**src/rtl/s256sh_pkg.sv**
```systemverilog
`timescale 1ns / 1ps
`default_nettype none

package s256sh_pkg;

    localparam int unsigned WORD_W     = 32;
    localparam int unsigned HASH_WORDS = 8;
    localparam int unsigned ROUNDS     = 64;
    localparam int unsigned BLOCK_W    = 512;
    localparam int unsigned FILL_W     = 6;
    localparam int unsigned LEN_W      = 64;

    localparam logic [7:0]  PAD_MARK   = 8'h80;
    localparam logic [7:0]  PAD_ZERO   = 8'h00;
    localparam logic [WORD_W-1:0] LEN_STEP = 32'd8;

    typedef logic [WORD_W-1:0] word_t;

    localparam word_t ROUND_K [ROUNDS] = '{
        32'h428a2f98, 32'h71374491, 32'hb5c0fbcf, 32'he9b5dba5,
        32'h3956c25b, 32'h59f111f1, 32'h923f82a4, 32'hab1c5ed5,
        32'hd807aa98, 32'h12835b01, 32'h243185be, 32'h550c7dc3,
        32'h72be5d74, 32'h80deb1fe, 32'h9bdc06a7, 32'hc19bf174,
        32'he49b69c1, 32'hefbe4786, 32'h0fc19dc6, 32'h240ca1cc,
        32'h2de92c6f, 32'h4a7484aa, 32'h5cb0a9dc, 32'h76f988da,
        32'h983e5152, 32'ha831c66d, 32'hb00327c8, 32'hbf597fc7,
        32'hc6e00bf3, 32'hd5a79147, 32'h06ca6351, 32'h14292967,
        32'h27b70a85, 32'h2e1b2138, 32'h4d2c6dfc, 32'h53380d13,
        32'h650a7354, 32'h766a0abb, 32'h81c2c92e, 32'h92722c85,
        32'ha2bfe8a1, 32'ha81a664b, 32'hc24b8b70, 32'hc76c51a3,
        32'hd192e819, 32'hd6990624, 32'hf40e3585, 32'h106aa070,
        32'h19a4c116, 32'h1e376c08, 32'h2748774c, 32'h34b0bcb5,
        32'h391c0cb3, 32'h4ed8aa4a, 32'h5b9cca4f, 32'h682e6ff3,
        32'h748f82ee, 32'h78a5636f, 32'h84c87814, 32'h8cc70208,
        32'h90befffa, 32'ha4506ceb, 32'hbef9a3f7, 32'hc67178f2
    };

    localparam word_t HASH_INIT [HASH_WORDS] = '{
        32'h6a09e667, 32'hbb67ae85, 32'h3c6ef372, 32'ha54ff53a,
        32'h510e527f, 32'h9b05688c, 32'h1f83d9ab, 32'h5be0cd19
    };

    function automatic word_t big_sigma0(input word_t x);
        return {x[1:0], x[31:2]} ^ {x[12:0], x[31:13]} ^ {x[21:0], x[31:22]};
    endfunction

    function automatic word_t big_sigma1(input word_t x);
        return {x[5:0], x[31:6]} ^ {x[10:0], x[31:11]} ^ {x[24:0], x[31:25]};
    endfunction

    function automatic word_t small_sigma0(input word_t x);
        return {x[6:0], x[31:7]} ^ {x[17:0], x[31:18]} ^ {3'b000, x[31:3]};
    endfunction

    function automatic word_t small_sigma1(input word_t x);
        return {x[16:0], x[31:17]} ^ {x[18:0], x[31:19]} ^ {10'b0, x[31:10]};
    endfunction

endpackage

`default_nettype wire

```
**src/rtl/sha256_stream_hasher_unit.sv**
```systemverilog
`timescale 1ns / 1ps
`default_nettype none

// SHA-256 of a byte stream. Each input transfer carries at most one message byte
// (tuser = byte present) and tlast closes the message, with or without a byte. A byte
// that does not complete a 64-byte block nor close the message leaves s_axis_tready high.
// The 64th byte of a block starts the compression, a single round unit reused once per
// cycle: 64 rounds and then the chaining update, while s_axis_tready is low. At the end
// of a message, padding and the length go into the block one byte per cycle outside the
// compressions, with two compressions when the tail leaves no room for the length, then
// the digest leaves as eight 32-bit transfers, word 0 first, tlast on word 7. The block
// then starts over for the next message.
module sha256_stream_hasher_unit
    import s256sh_pkg::*;
(
    input  wire logic        clk,
    input  wire logic        rst_n,
    input  wire logic        s_axis_tvalid,
    output      logic        s_axis_tready,
    input  wire logic [7:0]  s_axis_tdata,   // [7:0] data_byte
    input  wire logic        s_axis_tlast,
    input  wire logic        s_axis_tuser,   // [0] byte_present
    output      logic        m_axis_tvalid,
    input  wire logic        m_axis_tready,
    output      logic [31:0] m_axis_tdata,   // [31:0] digest_word
    output      logic        m_axis_tlast,
    output      logic [2:0]  m_axis_tuser    // [2:0] word_number
);

    typedef enum logic [2:0] {
        ST_IDLE,
        ST_PAD,
        ST_ROUND,
        ST_UPDATE,
        ST_OUT
    } state_t;

    state_t                   state_reg,   state_next;
    word_t                    hash_reg     [HASH_WORDS];
    word_t                    hash_next    [HASH_WORDS];
    word_t                    work_reg     [HASH_WORDS];
    word_t                    work_next    [HASH_WORDS];
    logic [BLOCK_W-1:0]       blk_reg,     blk_next;
    logic [LEN_W-1:0]         len_reg,     len_next;
    logic [FILL_W-1:0]        fill_reg,    fill_next;
    logic [5:0]               round_reg,   round_next;
    logic [2:0]               word_reg,    word_next;
    logic                     ending_reg,  ending_next;
    logic                     mark_reg,    mark_next;
    logic                     extra_reg,   extra_next;
    logic                     final_reg,   final_next;

    logic                     in_xfer;
    logic                     out_xfer;
    logic [7:0]               pad_byte;
    logic                     len_zone;
    word_t                    w0, w1, w9, w14, w_new;
    word_t                    t1, t2;

    assign in_xfer  = s_axis_tvalid && s_axis_tready;
    assign out_xfer = m_axis_tvalid && m_axis_tready;

    assign s_axis_tready = (state_reg == ST_IDLE);
    assign m_axis_tvalid = (state_reg == ST_OUT);
    assign m_axis_tdata  = hash_reg[0];
    assign m_axis_tuser  = word_reg;
    assign m_axis_tlast  = (word_reg == 3'd7);

    assign w0  = blk_reg[BLOCK_W-1      -: WORD_W];
    assign w1  = blk_reg[BLOCK_W-1-32   -: WORD_W];
    assign w9  = blk_reg[BLOCK_W-1-288  -: WORD_W];
    assign w14 = blk_reg[BLOCK_W-1-448  -: WORD_W];
    assign w_new = small_sigma1(w14) + w9 + small_sigma0(w1) + w0;

    assign t1 = work_reg[7] + big_sigma1(work_reg[4])
              + ((work_reg[4] & work_reg[5]) ^ (~work_reg[4] & work_reg[6]))
              + ROUND_K[round_reg] + w0;
    assign t2 = big_sigma0(work_reg[0])
              + ((work_reg[0] & work_reg[1]) ^ (work_reg[0] & work_reg[2])
                 ^ (work_reg[1] & work_reg[2]));

    // Length bytes go in only once the block holding the mark leaves room for them
    assign len_zone = mark_reg && !extra_reg && (fill_reg[5:3] == 3'b111);
    assign pad_byte = !mark_reg ? PAD_MARK : (len_zone ? len_reg[LEN_W-1 -: 8] : PAD_ZERO);

    always_comb
    begin
        state_next  = state_reg;
        hash_next   = hash_reg;
        work_next   = work_reg;
        blk_next    = blk_reg;
        len_next    = len_reg;
        fill_next   = fill_reg;
        round_next  = round_reg;
        word_next   = word_reg;
        ending_next = ending_reg;
        mark_next   = mark_reg;
        extra_next  = extra_reg;
        final_next  = final_reg;

        unique case (state_reg)
            ST_IDLE:
            begin
                if (in_xfer)
                begin
                    ending_next = s_axis_tlast;
                    mark_next   = 1'b0;
                    extra_next  = 1'b0;
                    final_next  = 1'b0;
                    if (s_axis_tuser)
                    begin
                        blk_next  = {blk_reg[BLOCK_W-9:0], s_axis_tdata};
                        len_next  = len_reg + {32'd0, LEN_STEP};
                        fill_next = fill_reg + 6'd1;
                        if (fill_reg == 6'd63)
                        begin
                            work_next  = hash_reg;
                            round_next = '0;
                            state_next = ST_ROUND;
                        end
                        else if (s_axis_tlast)
                        begin
                            state_next = ST_PAD;
                        end
                    end
                    else if (s_axis_tlast)
                    begin
                        state_next = ST_PAD;
                    end
                end
            end

            ST_PAD:
            begin
                blk_next  = {blk_reg[BLOCK_W-9:0], pad_byte};
                fill_next = fill_reg + 6'd1;
                if (!mark_reg)
                begin
                    mark_next  = 1'b1;
                    extra_next = (fill_reg[5:3] == 3'b111);
                end
                if (len_zone)
                begin
                    len_next = {len_reg[LEN_W-9:0], 8'd0};
                end
                if (fill_reg == 6'd63)
                begin
                    final_next = len_zone;
                    work_next  = hash_reg;
                    round_next = '0;
                    state_next = ST_ROUND;
                end
            end

            ST_ROUND:
            begin
                work_next[7] = work_reg[6];
                work_next[6] = work_reg[5];
                work_next[5] = work_reg[4];
                work_next[4] = work_reg[3] + t1;
                work_next[3] = work_reg[2];
                work_next[2] = work_reg[1];
                work_next[1] = work_reg[0];
                work_next[0] = t1 + t2;
                blk_next     = {blk_reg[BLOCK_W-WORD_W-1:0], w_new};
                round_next   = round_reg + 6'd1;
                if (round_reg == 6'd63)
                begin
                    state_next = ST_UPDATE;
                end
            end

            ST_UPDATE:
            begin
                for (int i = 0; i < HASH_WORDS; i++)
                begin
                    hash_next[i] = hash_reg[i] + work_reg[i];
                end
                extra_next = 1'b0;
                word_next  = '0;
                if (final_reg)
                begin
                    state_next = ST_OUT;
                end
                else if (ending_reg)
                begin
                    state_next = ST_PAD;
                end
                else
                begin
                    state_next = ST_IDLE;
                end
            end

            ST_OUT:
            begin
                if (out_xfer)
                begin
                    for (int i = 0; i < HASH_WORDS - 1; i++)
                    begin
                        hash_next[i] = hash_reg[i+1];
                    end
                    hash_next[HASH_WORDS-1] = hash_reg[0];
                    word_next = word_reg + 3'd1;
                    if (word_reg == 3'd7)
                    begin
                        hash_next   = HASH_INIT;
                        len_next    = '0;
                        fill_next   = '0;
                        ending_next = 1'b0;
                        mark_next   = 1'b0;
                        final_next  = 1'b0;
                        state_next  = ST_IDLE;
                    end
                end
            end

            default:
            begin
                state_next = ST_IDLE;
            end
        endcase
    end

    always_ff @(posedge clk or negedge rst_n)
    begin
        if (!rst_n)
        begin
            state_reg  <= ST_IDLE;
            hash_reg   <= HASH_INIT;
            len_reg    <= '0;
            fill_reg   <= '0;
            round_reg  <= '0;
            word_reg   <= '0;
            ending_reg <= 1'b0;
            mark_reg   <= 1'b0;
            extra_reg  <= 1'b0;
            final_reg  <= 1'b0;
        end
        else
        begin
            state_reg  <= state_next;
            hash_reg   <= hash_next;
            len_reg    <= len_next;
            fill_reg   <= fill_next;
            round_reg  <= round_next;
            word_reg   <= word_next;
            ending_reg <= ending_next;
            mark_reg   <= mark_next;
            extra_reg  <= extra_next;
            final_reg  <= final_next;
        end
    end

    always_ff @(posedge clk)
    begin
        blk_reg  <= blk_next;
        work_reg <= work_next;
    end

endmodule

`default_nettype wire
```
**config.mk**
```make
export PLATFORM = sky130hd
export DESIGN_NAME = sha256_stream_hasher_unit
export DESIGN_NICKNAME = d
export VERILOG_FILES = /design/src/rtl/s256sh_pkg.sv /design/src/rtl/sha256_stream_hasher_unit.sv
export SDC_FILE = /design/constraint.sdc
export NUM_CORES = 2
export LEC_CHECK = 0
export ABC_AREA = 0
export BUFFER_PORTS_ARGS = -buffer_cell sky130_fd_sc_hd__buf_2
export CORE_ASPECT_RATIO = 1.4
export CORE_MARGIN = 2
export CORE_UTILIZATION = 60
export DETAILED_ROUTE_END_ITERATION = 8
export PLACE_DENSITY = 0.83
export SLEW_MARGIN = 20
export SYNTH_ARGS = -nofsm -noshare
export SYNTH_HDL_FRONTEND = slang
export SYNTH_SLANG_ARGS = --single-unit
```
**constraint.sdc**
```tcl
create_clock -name clk -period 59.1 [get_ports clk]
set_input_delay 5.91 -clock clk [delete_from_list [all_inputs] [get_ports clk]]
set_output_delay 5.91 -clock clk [all_outputs]
set_load 0.005 [all_outputs]
```
# After elaboration in Yosys (flattened, before gate mapping)
# Memories as Yosys holds them, arrays and structs flattened.
# Index checks and enable logic that the tools add are counted.
[word_totals]
ff_bits = 1110
n_memories = 1
output_inout_bits = 38
elab_cells = 156
mem_bits_ro = 2048
input_bits = 14
[classes]
mux = 52
bitwise_logic = 18
n_eq_ne = 16
addsub = 22
n_reduce_logical = 20
n_lt_le_gt_ge = 1
[memory_table]
columns = ["name", "words", "word_bits", "rd", "rd_clocked_by_memory_dff", "wr", "line_no", "text"]
rows = [
  ["(no name shown)", 64, 32, 1, 0, 0, "sha256_stream_hasher_unit.sv:77", "+ ROUND_K[round_reg] + w0;"],
]
[ops]
columns = ["operator", "count"]
rows = [
  ["$pmux 512 s3", 1],
  ["$mux 256", 5],
  ["$mux 512", 2],
  ["$pmux 256 s3", 1],
  ["$add 32x32->32", 18],
  ["$pmux 256 s2", 1],
  ["$mux 64", 5],
  ["$xor 32x32->32", 9],
  ["$pmux 64 s3", 1],
  ["$and 32x32->32", 5],
  ["$add 64x4->64 const B", 1],
  ["$mux 32", 2],
  ["$mux 6", 7],
  ["$pmux 6 s3", 2],
  ["$not 32->32", 1],
  ["$xor 32x22->32", 1],
  ["$xor 32x29->32", 1],
  ["$mux 3", 10],
  ["$mux 8", 2],
  ["$pmux 3 s5", 1],
  ["$reduce_and 5->1", 3],
  ["$add 6x1->6 const B", 2],
  ["$eq 6x6->1 const B", 2],
  ["$eq 3x3->1 const B", 3],
  ["other kinds (20)", 43],
]

# Depth between registers and ports, before layout
[logic_depth]
ltp_word = 8
mapped_depth = 39
ltp_nobuf = 37

# Worst setup path after synthesis
# Ideal clock, no wire load.
[synth_path]
path_type = "input -> register"
startpoint = "input s_axis_tvalid"
endpoint = "register work_reg[0] (netlist bit) (enable)"
arrival_ps = 57000
stages = 4
required_ps = 58773
path_slack_ps = 1772
path_cell_list = "a211oi_1 -> a211oi_1 -> a21oi_1 -> inv_1"
[synth_via]
elab_chain_len = 3
[synth_lines]
columns = ["element", "line_no", "text"]
rows = [
  ["start: declaration", "sha256_stream_hasher_unit.sv:18", "input wire logic s_axis_tvalid,"],
  ["$logic_and 1x1->1", "sha256_stream_hasher_unit.sv:60", "assign in_xfer = s_axis_tvalid && s_axis_tready;"],
  ["$ne 2x1->1 (no source line)", "--", ""],
  ["$reduce_and 3->1 (no source line)", "--", ""],
  ["end signal: assignment", "sha256_stream_hasher_unit.sv:258", "work_reg <= work_next;"],
  ["end: declaration", "sha256_stream_hasher_unit.sv:41", "word_t work_reg [HASH_WORDS];"],
]
# No other way between the ends.
# A chain may end at the register's enable or synchronous reset.

==> flow_summary.ini <==
[clocking]
cts_root_buf = clkbuf_16
cts_resized = 0
clk_path_buf_depth = 3
cts_buffers = 110
cts-hold-fix-buffers = 0
clock_latency_ps = 790
clock_sinks = 1107
clk_pin_slew_ps = 70
cts_setup_buffers = 0
cts_max_level = 3
tritoncts = built

[critical_path]
crit_path_top_delay_cell = dfrtp_1
rr_worst_depth = 34
worstPathRequired_ps = 59730
startpoint_type = flip-flop
ff2ff_setup_slack_ps = 49540
cp.arrival_ps = 10200
slowest_delay_ps = 850
crit_fanout = 17
path_class = reg2reg
cp-end-kind = flip-flop

[global_routing]
grt_max_degree = 248
grt_overflow = 0
grt_pass1_vias = 64500
grt_pass1_wl_um = 376000
antenna_found_initial = 5
grt_usage = 0.373

[timing]
relSlewSlack = 0.147
hold_viol = 0
whs_ps = 483
fin_tns_setup_ps = 0
fin_crit_ps = 9560
skew_ps = 52.4
max_freq_mhz = 105
worst_pin_slew_ps = 1280
fin_crit_sh = 0.162
rsz0062_at_grt = no
setup_viol = 0
slew_viol_final = 0

[detailed_routing]
routed_wl_um = 249000
drcViolationCount = 0
highest_layer = met5
first_pass_iters = 6
dr_wl_met3_um = 18700
via_count = 65700
drtIter0Drc = 7189
met2_length_um = 119000
wl_met1_um = 85500
avgViaCountPerCell = 6.34
ant_nets = 0
wl_per_cell_um = 24.0

[layout]
layout_common_cells = 2352 x nand2_1, 768 x edfxtp_1, 567 x o21ai_0, 523 x inv_1, 474 x nor2_1
largest_register_ffs = 512
layout-drive-gt1-share = 0.0617
num-fill-cells = 10400
nets = 9219
layout_commonest_cell = nand2_1
area_growth_pct = 5.97

[run_status]
status = completed

[logic_synthesis]
ys.flop_type = edfxtp_1
synth_edf_count = 768
yosys_warnings = 0
synth-xor-area-share = 0.0604
synth_top_family_by_area = simple AND/OR/NAND/NOR gates
syn-num-nets = 9513
synth_mux_area_frac = 0.0103
synth.distinct_cells = 103
synth-compound-area-share = 0.163
synth_seq_area_share = 0.409
ys_ff_latch = 1107
synth-async-reset-ratio = 0.306
synth-adder-area-share = 0.116
syn_area_per_cell_um2 = 8.70
syn_inst = 8903
synthSimpleGateAreaFrac = 0.189
syn_area_um2 = 77500

[worst_hold_path]
hp-class = reg2reg
hold_depth = 2

[job]
maxCapViolCount = 0

[floorplanning]
fp.dieH_um = 429
boundaryPins = 52
die_w_um = 308
num_rows = 156
design.die.area_um2 = 132000
initial_core_util = 0.602
coreArea_um2 = 129000

[placement]
gp_congestion = 1.02
portBuffers = 51
dpl.hpwl_um = 179000
[area by class of cell]
cell class | count | area, um2 | share of cell area
well taps | 1659 | 2080 | 0.0253
repair buffers | 131 | 920 | 0.0112
inverters | 529 | 2000 | 0.0244
flip-flops and latches | 1107 | 31700 | 0.386
clock inverters | 45 | 450 | 0.00548
clock buffers | 163 | 3180 | 0.0387
diodes | 2 | 5.00 | 0.0000609
multi-input cells | 6730 | 41800 | 0.509
[layer usage]
metal / up-vias / global-route usage
met5: - / 0
met4: 2 / 0.330
met3: 964 / 0.0553
met2: 3147 / 0.619
met1: 31600 / 0.418
li1: 30000 / -
[per-stage QoR]
stage	setup slack, ps	instance area, um2	util	cells
after floorplan	1770	77500	-	8903
final	49540	82100	0.638	10400
after global routing	49280	82100	0.638	10400
after CTS	49680	82100	0.638	10400
after detailed placement	48820	78500	0.610	10200
after global placement	48910	78500	0.610	10200
[worst max-delay path: cells and delay by family (launching register included)]
kind	cells	cell delay, ps
simple gates	7	1560
xor+xnor	2	440
flops	1	850
buf+inv	5	760
compound gates	15	3420
fa+ha+maj	5	2380
[Yosys cell counts, types with 50 or more instances]
cell type,instances,area [um2]
nand2_1,2356,8840
edfxtp_1,768,23100
o21ai_0,569,2850
inv_1,524,1970
clkbuf_1,488,1830
nor2_1,477,1790
a21oi_1,457,2290
ha_1,399,4990
xnor2_1,307,2690
xor2_1,225,1970
dfrtp_1,203,5080
a21o_1,200,1500
fa_1,197,3940
a31oi_1,136,851
dfstp_2,136,3570
nand3_1,126,631
nor3_1,123,616
o21ai_1,120,601
and3_1,69,432
o22ai_1,68,425
o31ai_1,66,495
nand2b_1,65,407
o21a_1,50,375
[worst paths after layout]
path / end / startpoint
max in group asynchronous: hash_reg[167] / rst_n
max reg2reg: work_reg[255] / round_reg[1]
min: hash_reg[165] / hash_reg[165]
min in group asynchronous: hash_reg[94] / rst_n
min reg2reg: hash_reg[165] / hash_reg[165]
max: work_reg[255] / round_reg[1]
[cell families after synthesis]
group / count (synthesis)
adder cells (fa/ha/maj): 599
AND/OR/NAND/NOR: 3486
multiplexers: 66
XOR/XNOR: 533
buffers and inverters: 1066
flip-flops: 1107
AO/OA/AOI/OAI: 2046
Power is not shown: default switching activity piles up to over one toggle a cycle in this logic, so the estimate is an artifact.
